File: src/hdl/vna_pkg.sv
// Shared types, codes and constants of the vertex normal accumulator.
// Used by the controller, the datapath and the top level; no dependencies.
`default_nettype none

package vna_pkg;

   localparam int VERTEX_COUNT_DEF = 1024;

   localparam int IDX_W  = 10;
   localparam int POS_W  = 24;
   localparam int SIDE_W = 25;
   localparam int PROD_W = 50;
   localparam int ACC_W  = 60;
   localparam int SUM_W  = 50;
   localparam int ROOT_W = 63;
   localparam int LEN_W  = 31;
   localparam int NUM_W  = 46;
   localparam int QUO_W  = 16;
   localparam int NRM_W  = 16;
   localparam int CNT_W  = 5;

   localparam logic [1:0] MODE_LOAD = 2'd0;
   localparam logic [1:0] MODE_TRI  = 2'd1;
   localparam logic [1:0] MODE_READ = 2'd2;

   localparam logic [ACC_W-1:0] ACC_MAX = {1'b0, {(ACC_W-1){1'b1}}};
   localparam logic [ACC_W-1:0] ACC_MIN = {1'b1, {(ACC_W-1){1'b0}}};

   typedef struct packed {
      logic [1:0]              mode;
      logic [IDX_W-1:0]        vertex_index;
      logic signed [POS_W-1:0] pos_x;
      logic signed [POS_W-1:0] pos_y;
      logic signed [POS_W-1:0] pos_z;
      logic [IDX_W-1:0]        corner_a;
      logic [IDX_W-1:0]        corner_b;
      logic [IDX_W-1:0]        corner_c;
   } req_type;

   typedef struct packed {
      logic signed [NRM_W-1:0] normal_x;
      logic signed [NRM_W-1:0] normal_y;
      logic signed [NRM_W-1:0] normal_z;
      logic                    zero_length;
   } rsp_type;

   typedef enum logic [2:0] {
      ADDR_PORT = 3'd0,
      ADDR_VIDX = 3'd1,
      ADDR_CA   = 3'd2,
      ADDR_CB   = 3'd3,
      ADDR_CC   = 3'd4
   } addr_sel_type;

   typedef enum logic [3:0] {
      MS_NX0 = 4'd0,
      MS_NX1 = 4'd1,
      MS_NY0 = 4'd2,
      MS_NY1 = 4'd3,
      MS_NZ0 = 4'd4,
      MS_NZ1 = 4'd5,
      MS_SQX = 4'd6,
      MS_SQY = 4'd7,
      MS_SQZ = 4'd8
   } mul_step_type;

   typedef struct packed {
      logic         latch_req;
      logic         load_vertex;
      addr_sel_type addr_sel;
      logic         pos_rd;
      logic         cap_en;
      logic [1:0]   cap_sel;
      logic         side_load;
      logic         mul_en;
      mul_step_type mul_step;
      logic         fold_en;
      mul_step_type fold_step;
      logic         acc_rd;
      logic         acc_wr;
      logic         mag_load;
      logic         shift_en;
      logic         sqrt_init;
      logic         sqrt_step;
      logic         div_init;
      logic         div_step;
      logic         div_store;
      logic [1:0]   div_comp;
      logic         rsp_zero;
      logic         rsp_emit;
   } cmd_type;

   typedef struct packed {
      logic idx_bad;
      logic tri_bad;
      logic mag_big;
      logic sum_zero;
   } status_type;

   function automatic addr_sel_type corner_sel(input logic [1:0] k);
      addr_sel_type sel;
      case (k)
         2'd0:    sel = ADDR_CA;
         2'd1:    sel = ADDR_CB;
         default: sel = ADDR_CC;
      endcase
      return sel;
   endfunction

endpackage

`default_nettype wire

File: src/hdl/vna_controller.sv
// Controller state machine: sequences store accesses, multiplies,
// square root and divide steps. Uses vna_pkg.
`default_nettype none

module vna_controller (
   input  wire logic                clock,
   input  wire logic                reset,
   input  wire logic                start,
   input  wire logic [1:0]          req_mode,
   input  wire vna_pkg::status_type status,
   output logic                     busy,
   output vna_pkg::cmd_type         cmd
);

   typedef enum logic [15:0] {
      S_IDLE      = 16'h0001,
      S_P_RD      = 16'h0002,
      S_SIDES     = 16'h0004,
      S_MUL       = 16'h0008,
      S_ACC_RD    = 16'h0010,
      S_ACC_WR    = 16'h0020,
      S_N_RD      = 16'h0040,
      S_N_MAG     = 16'h0080,
      S_N_SHIFT   = 16'h0100,
      S_N_SQ      = 16'h0200,
      S_N_CHK     = 16'h0400,
      S_N_SQRT    = 16'h0800,
      S_DIV_INIT  = 16'h1000,
      S_DIV       = 16'h2000,
      S_DIV_STORE = 16'h4000,
      S_N_OUT     = 16'h8000
   } state_type;

   state_type                  state_ff, state_in;
   logic [vna_pkg::CNT_W-1:0]  cnt_ff, cnt_in;
   logic [1:0]                 k_ff, k_in;

   always_ff @(posedge clock) begin
      if (reset) begin
         state_ff <= S_IDLE;
         cnt_ff   <= '0;
         k_ff     <= '0;
      end else begin
         state_ff <= state_in;
         cnt_ff   <= cnt_in;
         k_ff     <= k_in;
      end
   end

   assign busy = (state_ff != S_IDLE);

   always_comb begin
      state_in = state_ff;
      cnt_in   = cnt_ff;
      k_in     = k_ff;
      cmd      = '0;
      cmd.addr_sel  = vna_pkg::ADDR_PORT;
      cmd.mul_step  = vna_pkg::MS_NX0;
      cmd.fold_step = vna_pkg::MS_NX0;

      unique case (state_ff)
         S_IDLE: begin
            if (start) begin
               cmd.latch_req = 1'b1;
               cnt_in = '0;
               k_in   = '0;
               case (req_mode)
                  vna_pkg::MODE_LOAD: cmd.load_vertex = !status.idx_bad;
                  vna_pkg::MODE_TRI: begin
                     if (!status.tri_bad) begin
                        state_in = S_P_RD;
                     end
                  end
                  vna_pkg::MODE_READ: begin
                     if (status.idx_bad) begin
                        cmd.rsp_zero = 1'b1;
                     end else begin
                        state_in = S_N_RD;
                     end
                  end
                  default: ;
               endcase
            end
         end
         // read corners a, b, c; data lands in the next cycle
         S_P_RD: begin
            if (cnt_ff < 5'd3) begin
               cmd.pos_rd   = 1'b1;
               cmd.addr_sel = vna_pkg::corner_sel(cnt_ff[1:0]);
            end
            if (cnt_ff != 5'd0) begin
               cmd.cap_en  = 1'b1;
               cmd.cap_sel = cnt_ff[1:0] - 2'd1;
            end
            if (cnt_ff == 5'd3) begin
               state_in = S_SIDES;
            end else begin
               cnt_in = cnt_ff + 5'd1;
            end
         end
         S_SIDES: begin
            cmd.side_load = 1'b1;
            cnt_in   = '0;
            state_in = S_MUL;
         end
         S_MUL: begin
            if (cnt_ff < 5'd6) begin
               cmd.mul_en   = 1'b1;
               cmd.mul_step = vna_pkg::mul_step_type'(cnt_ff[3:0]);
            end
            if (cnt_ff != 5'd0) begin
               cmd.fold_en   = 1'b1;
               cmd.fold_step = vna_pkg::mul_step_type'(cnt_ff[3:0] - 4'd1);
            end
            if (cnt_ff == 5'd6) begin
               k_in     = '0;
               state_in = S_ACC_RD;
            end else begin
               cnt_in = cnt_ff + 5'd1;
            end
         end
         S_ACC_RD: begin
            cmd.acc_rd   = 1'b1;
            cmd.addr_sel = vna_pkg::corner_sel(k_ff);
            state_in     = S_ACC_WR;
         end
         S_ACC_WR: begin
            cmd.acc_wr   = 1'b1;
            cmd.addr_sel = vna_pkg::corner_sel(k_ff);
            if (k_ff == 2'd2) begin
               state_in = S_IDLE;
            end else begin
               k_in     = k_ff + 2'd1;
               state_in = S_ACC_RD;
            end
         end
         S_N_RD: begin
            cmd.acc_rd   = 1'b1;
            cmd.addr_sel = vna_pkg::ADDR_VIDX;
            state_in     = S_N_MAG;
         end
         S_N_MAG: begin
            cmd.mag_load = 1'b1;
            state_in     = S_N_SHIFT;
         end
         S_N_SHIFT: begin
            if (status.mag_big) begin
               cmd.shift_en = 1'b1;
            end else begin
               cnt_in   = '0;
               state_in = S_N_SQ;
            end
         end
         S_N_SQ: begin
            if (cnt_ff < 5'd3) begin
               cmd.mul_en   = 1'b1;
               cmd.mul_step = vna_pkg::mul_step_type'(4'(vna_pkg::MS_SQX) + cnt_ff[3:0]);
            end
            if (cnt_ff != 5'd0) begin
               cmd.fold_en   = 1'b1;
               cmd.fold_step =
                  vna_pkg::mul_step_type'(4'(vna_pkg::MS_SQX) + cnt_ff[3:0] - 4'd1);
            end
            if (cnt_ff == 5'd3) begin
               state_in = S_N_CHK;
            end else begin
               cnt_in = cnt_ff + 5'd1;
            end
         end
         S_N_CHK: begin
            if (status.sum_zero) begin
               cmd.rsp_zero = 1'b1;
               state_in     = S_IDLE;
            end else begin
               cmd.sqrt_init = 1'b1;
               cnt_in        = '0;
               state_in      = S_N_SQRT;
            end
         end
         S_N_SQRT: begin
            cmd.sqrt_step = 1'b1;
            if (cnt_ff == 5'd31) begin
               k_in     = '0;
               state_in = S_DIV_INIT;
            end else begin
               cnt_in = cnt_ff + 5'd1;
            end
         end
         S_DIV_INIT: begin
            cmd.div_init = 1'b1;
            cmd.div_comp = k_ff;
            cnt_in       = '0;
            state_in     = S_DIV;
         end
         S_DIV: begin
            cmd.div_step = 1'b1;
            if (cnt_ff == 5'd15) begin
               state_in = S_DIV_STORE;
            end else begin
               cnt_in = cnt_ff + 5'd1;
            end
         end
         S_DIV_STORE: begin
            cmd.div_store = 1'b1;
            cmd.div_comp  = k_ff;
            if (k_ff == 2'd2) begin
               state_in = S_N_OUT;
            end else begin
               k_in     = k_ff + 2'd1;
               state_in = S_DIV_INIT;
            end
         end
         S_N_OUT: begin
            cmd.rsp_emit = 1'b1;
            state_in     = S_IDLE;
         end
         default: state_in = S_IDLE;
      endcase
   end

endmodule

`default_nettype wire

File: config.mk
export PLATFORM = sky130hd
export DESIGN_NAME = vna_controller
export DESIGN_NICKNAME = d
export VERILOG_FILES = /design/src/hdl/vna_pkg.sv /design/src/hdl/vna_controller.sv
export SDC_FILE = /design/constraint.sdc
export NUM_CORES = 1
export LEC_CHECK = 0
export BUFFER_PORTS_ARGS = -buffer_cell sky130_fd_sc_hd__buf_2
export CAP_MARGIN = 30
export CORE_UTILIZATION = 40
export DETAILED_ROUTE_END_ITERATION = 16
export GPL_ROUTABILITY_DRIVEN = 1
export HOLD_SLACK_MARGIN = 0.03
export REMOVE_ABC_BUFFERS = 1
export SYNTH_ARGS = -nofsm -noshare
export SYNTH_HDL_FRONTEND = slang
export SYNTH_SLANG_ARGS = --single-unit
File: constraint.sdc
create_clock -name clock -period 4 [get_ports clock]
set_input_delay 0.8 -clock clock [delete_from_list [all_inputs] [get_ports clock]]
set_output_delay 0.8 -clock clock [all_outputs]
set_load 0.01 [all_outputs]
Word level (Yosys, flattened, before mapping)
Cells that the tools add are included.
{"block": "op_classes", "n_lt_le_gt_ge": 2, "addsub": 6, "reduce_logical": 16, "muxes": 60, "n_eq_ne": 42}
{"op": "$pmux 16 s15", "count": 1}
{"op": "$mux 16", "count": 10}
{"op": "$mux 5", "count": 12}
{"op": "$pmux 5 s8", "count": 1}
{"op": "$pmux 16 s2", "count": 1}
{"op": "$ne 2x2->1 const B", "count": 13}
{"op": "$pmux 10 s2", "count": 1}
{"op": "$mux 1", "count": 18}
{"op": "$eq 16x1->1 const B", "count": 1}
{"op": "$eq 16x10->1 const B", "count": 1}
{"op": "$eq 16x11->1 const B", "count": 1}
{"op": "$eq 16x12->1 const B", "count": 1}
{"op": "$eq 16x13->1 const B", "count": 1}
{"op": "$eq 16x14->1 const B", "count": 1}
{"op": "$eq 16x15->1 const B", "count": 1}
{"op": "$eq 16x16->1 const B", "count": 1}
{"op": "$eq 16x2->1 const B", "count": 1}
{"op": "$eq 16x3->1 const B", "count": 1}
{"op": "$eq 16x4->1 const B", "count": 1}
{"op": "$eq 16x5->1 const B", "count": 1}
{"op": "$eq 16x6->1 const B", "count": 1}
{"op": "$eq 16x7->1 const B", "count": 1}
{"op": "$eq 16x8->1 const B", "count": 1}
{"op": "$eq 16x9->1 const B", "count": 1}
{"op": "other kinds (33)", "count": 53}
{"block": "totals", "ff_bits": 23}

Longest topological paths before layout
Gate-level depths: netlist of the first run.
{"block": "depth", "ltp_word": 4, "ltp_mapped": 8}

Worst setup path before layout of the first run
No wires, ideal clock.
{"block": "synth_timing", "path_type": "reg2out", "startpoint": "register state_ff[3]", "endpoint": "output port cmd[31] in the netlist's numbering", "arrival_ns": 1.985, "slack_ns": 1.215, "required_time_ns": 3.200, "path_buffers": 1, "stages_incl_launch_ff": 6, "cell_sequence": "dfxtp_1 > clkbuf_1 > or4b_2 > nor4_2 > nand2_1 > nor4_1"}
{"item": "start, declared", "line_no": "vna_controller.sv:34", "source": "state_type state_ff, state_in;"}
{"item": "start signal, assigned", "line_no": "vna_controller.sv:44", "source": "state_ff <= state_in;"}
{"item": "end, declared", "line_no": "vna_controller.sv:12", "source": "output vna_pkg::cmd_type cmd"}

==> metrics.txt, run 1 <==
CP startpoint kind=register; Clk Latency, worst-skew pair=0.28 ns; number of synthesized flops with an enable pin=0; die area=5880 µm²; gpl congestion=0.898; RSZ-0062 raised after global routing=no; initial DRC count=155; Root Driver=clkbuf_8; most frequent cells in the layout=buf_2 (42), nor2_1 (40), nand2_1 (27); mean cell area of the mapped netlist=7.72 µm²; net switching power=136 µW; vias in the first global route=1898; Crit Path Class=reg -> out; status=completed; clk slew on worst S/H paths=0.09 ns; drt pass-1 iters=4; Seq pwr share=50.1%; register area=460 µm²; Clock Tree Buf Depth=2; WL final=5840 µm; DRT antenna net count=0; Max VDD drop=0.119 mV; Seq/Total Area, Yosys=20.7%; final hold vios=0; Tcrit/Tclk final=81.0%; Post-Route Setup TNS=0 ns; CTS buffer count=3; Design Area, Final=2460 µm²; Worst-Margin Slew=0.564 ns; DRC=0; synth unique cells=54; Row Count=26; CP Launch Point=state_ff[5]; Seq cells post-synth=23; Required @ worst endpoint=3.20 ns; post-cts sizing count=0; Sw Ratio=29.0%; Layout Nets=347; # hold bufs at CTS=0; Placed Area=2420 µm²; via count=2133; pin count of the biggest net entering global routing=17; Async S/R FF share, synth=0%; Initial Util=42.6%; Layout Area Growth over Synthesis=10.4%; Gate Count Post-Synth=289; Max Slew Vio Count=0; min Tclk post-route=3.24 ns; initial antenna violation count=0; Setup Viol. Count Final=0; Core ar.=5240 µm²; setup bufs post-CTS=0; worst path arrival time=2.44 ns; Post-DP HPWL=4490 µm; Die W=76.7 µm; Buffers on Ports=42; cell internal pwr=335 µW; layout cells sized above 1=20.6%; Combinational Power Share=17.8%; clk_skew=0.00999 ns; total power=471 µW; first-pass GRT wire length=9480 µm; min-delay src=k_ff[0]; fillers=543; synth warn=0; Mapped Area=2230 µm²; CTS tree=built; max cap viols=0; area of the multi-input gates=1590 µm²; number of diodes=0; IO Pins=43; Crit. End Element=output pin; H-tree levels=1; Die Ht=76.7 µm; drt wl/cell=15.0 µm; Worst slew margin=61.9%; Global Route Usage Sum=20.2%; Vias/cell=5.47; Congestion Overflow GR=0; # clock sinks=23; Hold Crit Class=reg -> reg; fmax=0.309 GHz; Synth Flop Type=dfxtp_1; Leakage=1.13 nW; worst r2r src=state_ff[14]; commonest non-fill, non-tap cell in the layout=buf_2; CP Max Fanout=10; PwrDens=191 nW/µm²; Clk pwr share=32.2%
==> path summary, 6_finish.rpt <==
path	to	slack [ns]	cells after the start
setup / recovery	cmd[23]	0.76	5
hold / removal	k_ff[0]	0.59	2
setup reg to reg	cnt_ff[0]	1.45	6
hold reg to reg	k_ff[0]	0.59	2
==> cell families after synthesis <==
family                   synth area share (%)
AND/OR/NAND/NOR                          40.6
AO/OA/AOI/OAI                            12.8
buffers and inverters                    8.19
flip-flops                               20.7
adder cells (fa/ha/maj)                  9.54
XOR/XNOR                                 5.50
multiplexers                             2.69
==> power groups by stage <==
| stage | Clock, mW | Sequential, mW | Combinational (mW) |
|---|---|---|---|
| finish | 0.152 | 0.236 | 0.0838 |
| global placement | 0 | 0.241 | 0.0830 |
| detailed placement | 0 | 0.241 | 0.0827 |
| floorplan | 0 | 0.240 | 0.0577 |
| global route | 0.168 | 0.236 | 0.0900 |
| CTS | 0.155 | 0.236 | 0.0831 |
==> routing by layer <==
layer / vias up / global-route usage, % / share of wire, %
li1: 1084 / - / -
met1: 972 / 27.3 / 46
met2: 71 / 32.9 / 47
met3: 6 / 2.62 / 6.1
met4: 0 / 6.73 / 1.1
met5: - / 0 / 0
==> cells in the mapped netlist, types with 2 or more instances <==
cell       instances  share of area [%]
and4b_1            3                1.3
nor4b_1            6                2.4
nand4_1            4                1.1
xnor2_1            7                2.7
a32oi_1            2               0.79
buf_4              3                1.0
nand2b_1           6                1.7
or2b_1             4                1.3
o2111ai_1          2               0.79
a21oi_1           12                2.7
a21o_1             2               0.67
nor2_1            40                6.7
nor4_4             4                3.8
and2_1             7                2.0
and3_1             4                1.1
nor3b_1            2               0.67
xor2_1             7                2.7
nand3_1           10                2.2
nand3b_1           3                1.0
buf_2              4               0.90
a22oi_1            6                2.0
buf_6              5                2.5
nand2_1           27                4.5
mux2i_1            6                2.7
dfxtp_1           23                 21
o21ai_0           12                2.7
or2_2              2               0.56
ha_1              17                9.5
nor4_1             4                1.1
clkbuf_1           3               0.51
nor3_1             7                1.6
inv_1             17                2.9
or4_2              3                1.2
or4_1              3                1.0
or4b_2             3                1.3
==> sequential cells by signal (all words and copies together), names as in the netlist <==
register and cells:
cnt_ff 5, k_ff 2, state_ff 16
==> per-stage QoR <==
| stage | util, % | std cells | hold slack [ns] | setup WS (ns) |
|---|---|---|---|---|
| 2_1_floorplan | - | 273 | 0.506 | 1.28 |
| 3_3_place_gp | 46.1 | 386 | 0.558 | 1.09 |
| 3_5_place_dp | 46.1 | 386 | 0.573 | 1.10 |
| 4_1_cts | 47.0 | 390 | 0.597 | 0.775 |
| 5_1_grt | 47.0 | 390 | 0.616 | 0.548 |
| 6_report | 47.0 | 390 | 0.590 | 0.761 |
==> critical path, stage by stage (launching register included) <==
cell     delay (ns)
dfxtp_1        0.43
or4_1          0.60
nor2_2         0.30
nand2_1        0.09
nor4b_1        0.50
buf_2          0.23
==> cell type report <==
type | instances | share of cell area, %
Clock buffer | 3 | 1.68
Clock inverter | 1 | 0.203
Multi-Input combinational cell | 233 | 64.4
Timing Repair Buffer | 43 | 8.84
Sequential cell | 23 | 18.7
Inverter | 17 | 2.59
Tap cell | 70 | 3.56
Note: power is estimated with default switching activity, not from simulation.
==> run 2: changes to the inputs <==
==> constraint.sdc (replaced) <==
create_clock -name clock -period 2.6 [get_ports clock]
set_input_delay 0.52 -clock clock [delete_from_list [all_inputs] [get_ports clock]]
set_output_delay 0.52 -clock clock [all_outputs]
set_load 0.01 [all_outputs]
==> metrics.txt, run 2 (synthesis gave the netlist of run 1 again) <==
Worst slew margin=56.4% (was 61.9%); initial DRC count=189 (was 155); max cap viols=0 (unchanged); Crit. End Element=output pin (unchanged); clk slew on worst S/H paths=0.10 ns (was 0.09 ns); drt pass-1 iters=5 (was 4); min Tclk post-route=2.68 ns; Congestion Overflow GR=0 (unchanged); Root Driver=clkbuf_8 (unchanged); RSZ-0062 raised after global routing=yes (was no); Placed Area=2570 µm² (was 2420 µm²); Clock Tree Buf Depth=2 (unchanged); biggest regs=state_ff: 16 flops, cnt_ff: 5 flops, k_ff: 2 flops (unchanged); gpl congestion=0.938 (was 0.898); first-pass GRT wire length=10900 µm (was 9480 µm); CP startpoint kind=register (unchanged); Biggest register=state_ff (unchanged); commonest non-fill, non-tap cell in the layout=buf_2 (unchanged); PwrDens=272 nW/µm² (was 191 nW/µm²); pin count of the biggest net entering global routing=16 (was 17); worst path cell trace=or4_4 > nor2_4 > nand4_1 > or2_4 > nor2_2 > buf_2 (was or4_1 > nor2_2 > nand2_1 > nor4b_1 > buf_2); Initial Util=42.6% (unchanged); Clk Latency, worst-skew pair=0.28 ns (about the same); violated checks=negative setup slack; CTS buffer count=3 (unchanged); Setup Viol. Count Final=10 (was 0); Hold Crit Class=in -> reg (was reg -> reg); worst path arrival time=2.16 ns (was 2.44 ns); final setup margin=-0.0753 ns (was 0.761 ns); Layout Area Growth over Synthesis=31.1% (was 10.4%); initial antenna violation count=0 (unchanged); Crit Path Class=reg -> out (unchanged); final hold vios=0 (unchanged); vias in the first global route=2208 (was 1898); Layout Nets=385 (was 347); layout cells sized above 1=38.8% (was 20.6%); Post-DP HPWL=5040 µm (was 4490 µm); # hold bufs at CTS=0 (unchanged); WL final=6970 µm (was 5840 µm); Design Area, Final=2920 µm² (was 2460 µm²); clk_skew=0.00743 ns (was 0.00999 ns); Worst-Margin Slew=0.645 ns (was 0.564 ns); via count=2431 (was 2133); CTS tree=built (unchanged); CP Max Fanout=4 (was 10); Tcrit/Tclk final=103%; die area=5880 µm² (unchanged); Buffers on Ports=42 (unchanged); drt wl/cell=16.3 µm (was 15.0 µm); Required @ worst endpoint=2.08 ns (was 3.20 ns); Global Route Usage Sum=23.2% (was 20.2%); critical path's largest stage delay=0.58 ns (was 0.60 ns); Vias/cell=5.68 (was 5.47); DRC=0 (unchanged); IO Pins=43 (unchanged); CP top delay family=simple AND/OR/NAND/NOR gates (unchanged); fmax=0.374 GHz; most frequent cells in the layout=buf_2 (41), buf_4 (36), nor2_1 (34) (was buf_2 (42), nor2_1 (40), nand2_1 (27)); Max VDD drop=0.158 mV (was 0.119 mV); Row Count=26 (unchanged); pre-CTS setup slack=0.108 ns (was 1.10 ns); slowest cell on the critical path=or4_4 (was or4_1); Core ar.=5240 µm² (unchanged); max FFs per register=16 (unchanged); Max Slew Vio Count=0 (unchanged); # clock sinks=23 (unchanged); DRT antenna net count=0 (unchanged); number of diodes=0 (unchanged); crit path buf inv count=1 (unchanged); Die Ht=76.7 µm (unchanged); Die W=76.7 µm (unchanged); status=complete, but fails checks (was completed); H-tree levels=1 (unchanged); Leakage=1.33 nW (was 1.13 nW)
==> run 2: changes by cell type in the layout (fill, tap and decap cells not counted), sizes merged <==
cell / before / now
buf: 43 / 81
clkbuf: 3 / 4
clkinv: 1 / 0
==> run 2: where the power goes <==
part | internal [mW] | leakage (nW) | switching, mW
sequential | 0.352 | 0.191 | 0.00676
combinational | 0.0902 | 1.12 | 0.0998
clock | 0.110 | 0.0228 | 0.136
total | 0.552 | 1.33 | 0.243
==> run 2: cell type report <==
cell class | instances | area [µm²]
clock buffers | 4 | 45.0
flip-flops and latches | 23 | 484
inverters | 17 | 63.8
multi-input cells | 233 | 1720
fillers | 495 | 2310
repair buffers | 81 | 520
well taps | 70 | 87.6
==> run 2: worst reg2reg max path, cell delays in order (launching register included) <==
cell	delay, ns
dfxtp_4	0.36
buf_4	0.14
nor4_4	0.37
buf_4	0.21
nand2_2	0.05
or4_1	0.53
and4_4	0.22
a211oi_4	0.18
buf_4	0.20
mux2i_1	0.20
==> run 2: timing repair <==
item                                    CTS  global route
gates resized for setup                  33            23
setup buffers                             9             9
endpoints found under the setup margin   21            27
pin swaps                                12            14
==> run 2: final timing paths <==
| kind | startpoint | endpoint | slack [ns] | cells past startpoint |
|---|---|---|---|---|
| min | req_mode[0] | state_ff[6] | 0.45 | 2 |
| min reg2reg | k_ff[1] | k_ff[1] | 0.57 | 2 |
| max | state_ff[4] | cmd[25] | -0.08 | 6 |
| max reg2reg | state_ff[4] | cnt_ff[2] | 0.07 | 9 |
==> run 2: per-stage QoR <==
step                TNS (ns)  power [mW]  hold slack (ns)  std cells  utilization, %
global route           -1.18       0.825            0.474        428            55.8
CTS                  -0.0938       0.766            0.441        419            53.1
detailed placement         0       0.514            0.558        406            49.0
global placement           0       0.513            0.543        406            49.0
floorplan                  0       0.458            0.506        273               -
finish                -0.362       0.795            0.455        428            55.8
==> run 2: layer usage <==
layer | vias up | routed length [µm] | global-route usage (%)
li1 | 1155 | - | -
met1 | 1167 | 3130 | 31.4
met2 | 90 | 3330 | 38.3
met3 | 19 | 348 | 2.62
met4 | 0 | 155 | 7.31
met5 | - | 0 | 0
==> run 3: changes to the inputs <==
--- a/config.mk
+++ b/config.mk
@@ -5,13 +5,14 @@
 export SDC_FILE = /design/constraint.sdc
 export NUM_CORES = 1
 export LEC_CHECK = 0
-export BUFFER_PORTS_ARGS = -buffer_cell sky130_fd_sc_hd__buf_2
 export CAP_MARGIN = 30
 export CORE_UTILIZATION = 40
 export DETAILED_ROUTE_END_ITERATION = 16
+export DONT_BUFFER_PORTS = 1
 export GPL_ROUTABILITY_DRIVEN = 1
 export HOLD_SLACK_MARGIN = 0.03
 export REMOVE_ABC_BUFFERS = 1
 export SYNTH_ARGS = -nofsm -noshare
 export SYNTH_HDL_FRONTEND = slang
 export SYNTH_SLANG_ARGS = --single-unit
+export TNS_END_PERCENT = 1
==> metrics.txt, run 3 (synthesis gave the netlist of run 1 again) <==
status=completed (was complete, but fails checks); Inst Count DP=376 (was 406); Combinational Power Share=19.0% (was 23.9%); worst r2r src=state_ff[4] (unchanged); wl on met1=2860 µm (was 3130 µm); Design Area, Final=2690 µm² (was 2920 µm²); Global Route Usage Sum=20.7% (was 23.2%); Core ar.=5240 µm² (unchanged); WL final=6050 µm (was 6970 µm); net switching power=213 µW (was 243 µW); CTS tree=built (unchanged); worst path arrival time=2.07 ns (was 2.16 ns); Row Count=26 (unchanged); DR WL met3=269 µm (was 348 µm); Post-Route Setup TNS=0 ns (was -0.362 ns); Post-DP HPWL=4690 µm (was 5040 µm); Placed Area=2450 µm² (was 2570 µm²); # hold bufs at CTS=0 (unchanged); Clock Tree Buf Depth=2 (unchanged); Die W=76.7 µm (unchanged); R2R depth=8 (was 9); Seq pwr share=48.8% (was 45.1%); DRT antenna net count=0 (unchanged); Clk Latency, worst-skew pair=0.27 ns (was 0.28 ns); Clk pwr share=32.2% (was 31.0%); Root Driver=clkbuf_8 (unchanged); DRC=0 (unchanged); Buffers on Ports=0 (was 42); RSZ-0062 raised after global routing=yes (unchanged); most frequent cells in the layout=buf_4 (38), nor2_1 (32), nand2_1 (26) (was buf_2 (41), buf_4 (36), nor2_1 (34)); Hold Crit Class=in -> reg (unchanged); Biggest register=state_ff (unchanged); Crit Path Class=reg -> out (unchanged); clk slew on worst S/H paths=0.09 ns (was 0.10 ns); hold path endpoint=state_ff[1] (was state_ff[6]); Layout Nets=344 (was 385); number of diodes=0 (unchanged); Tcrit/Tclk final=99.8% (was 103%); CTS buffer count=3 (unchanged); min-delay src=reset (was req_mode[0]); Top Metal Used=met4 (unchanged); vias in the first global route=1964 (was 2208); min Tclk post-route=2.59 ns (was 2.68 ns); initial DRC count=86 (was 189); max FFs per register=16 (unchanged); Worst Hold Depth=1 (was 2); max cap viols=0 (unchanged); commonest non-fill, non-tap cell in the layout=buf_4 (was buf_2); clk_skew=0.00364 ns (was 0.00743 ns); biggest regs=state_ff: 16 flops, cnt_ff: 5 flops, k_ff: 2 flops (unchanged); Required @ worst endpoint=2.08 ns (about the same); drt pass-1 iters=4 (was 5); layout cells sized above 1=30.0% (was 38.8%); CP Max Fanout=7 (was 4); pin count of the biggest net entering global routing=17 (was 16); Layout Area Growth over Synthesis=20.7% (was 31.1%); # clock sinks=23 (unchanged); pre-CTS setup slack=0.141 ns (was 0.108 ns); final setup margin=0.00635 ns (was -0.0753 ns); Setup Viol. Count Final=0 (was 10); fillers=512 (was 495); metal2 WL=2840 µm (was 3330 µm); PwrDens=276 nW/µm² (was 272 nW/µm²); gpl congestion=0.936 (was 0.938); first-pass GRT wire length=9810 µm (was 10900 µm); H-tree levels=1 (unchanged); Worst-Margin Slew=0.565 ns (was 0.645 ns); Critical R2R Capture=cnt_ff[1] (was cnt_ff[2]); initial antenna violation count=0 (unchanged); drt wl/cell=15.6 µm (was 16.3 µm); reg2reg setup slack=0.12 ns (was 0.07 ns); Sw Ratio=28.7% (was 30.6%); Leakage=1.13 nW (was 1.33 nW); Max VDD drop=0.180 mV (was 0.158 mV); Max Slew Vio Count=0 (unchanged); cell internal pwr=529 µW (was 552 µW); CP startpoint kind=register (unchanged); IO Pins=43 (unchanged); Congestion Overflow GR=0 (unchanged); die area=5880 µm² (unchanged); Worst slew margin=61.8% (was 56.4%); Vias/cell=5.52 (was 5.68); via count=2137 (was 2431); total power=742 µW (was 795 µW); Crit. End Element=output pin (unchanged); Initial Util=42.6% (unchanged); Die Ht=76.7 µm (unchanged); final hold vios=0 (unchanged); Cell Count, Final, Fillers Out=387 (was 428); fmax=0.386 GHz (was 0.374 GHz)
run 3: cell count changes in the layout (fill, tap and decap cells not counted), moves of 2 or more:
cell,delta
and3_1,+2
nor2_2,+4
dfxtp_4,-2
nor2_4,-2
buf_4,+2
buf_2,-41
nor2_1,-2
buf_6,-2
dfxtp_1,+2
run 3: what timing repair did:
action / CTS / global route
gates resized for setup: 28 / 16
setup buffers: 4 / 3
endpoints found under the setup margin: 16 / 24
pin swaps: 8 / 9
run 3: per-layer routing:
metal	vias to the layer above	track usage, %
met2	50	33.8
met5	-	0
met1	1007	27.6
met3	8	3.33
met4	0	6.73
li1	1072	-
run 3: worst max-delay path by stage:
stage,startpoint,depth (start not counted),endpoint
CTS,state_ff[4],5,cmd[25]
finish,state_ff[8],9,cmd[19]
detailed placement,state_ff[8],5,cmd[25]
global placement,state_ff[5],6,cnt_ff[0]
floorplan,state_ff[0],4,cmd[31]
global route,state_ff[8],9,cmd[20]
run 3: cell type report:
| class | instances | area (µm²) | area share [%] |
|---|---|---|---|
| Inverter | 17 | 63.8 | 2.37 |
| Multi-Input combinational cell | 233 | 1710 | 63.4 |
| Tap cell | 70 | 87.6 | 3.26 |
| Clock buffer | 3 | 41.3 | 1.53 |
| Clock inverter | 1 | 7.51 | 0.279 |
| Timing Repair Buffer | 40 | 308 | 11.4 |
| Sequential cell | 23 | 477 | 17.7 |
run 3: worst max-delay path: stages (launching register included):
cell and delay [ns]:
dfxtp_2 0.33, buf_6 0.12, nor4_4 0.26, buf_4 0.18, nand4_1 0.16, nor4_2 0.31, buf_4 0.17, nand2_1 0.04
o21ai_0 0.07, buf_4 0.15
run 3: power by group through the flow:
stage | Combinational [mW] | Sequential [mW] | Clock, mW
3_5_place_dp | 0.124 | 0.369 | 0
3_3_place_gp | 0.125 | 0.369 | 0
4_1_cts | 0.135 | 0.362 | 0.243
6_report | 0.141 | 0.362 | 0.239
5_1_grt | 0.152 | 0.362 | 0.260
2_1_floorplan | 0.0887 | 0.369 | 0
run 3: stage by stage:
stage | util [%] | hold slack [ns]
floorplan | - | 0.506
CTS | 50.0 | 0.292
global placement | 46.7 | 0.538
detailed placement | 46.7 | 0.547
global route | 51.4 | 0.283
finish | 51.4 | 0.298
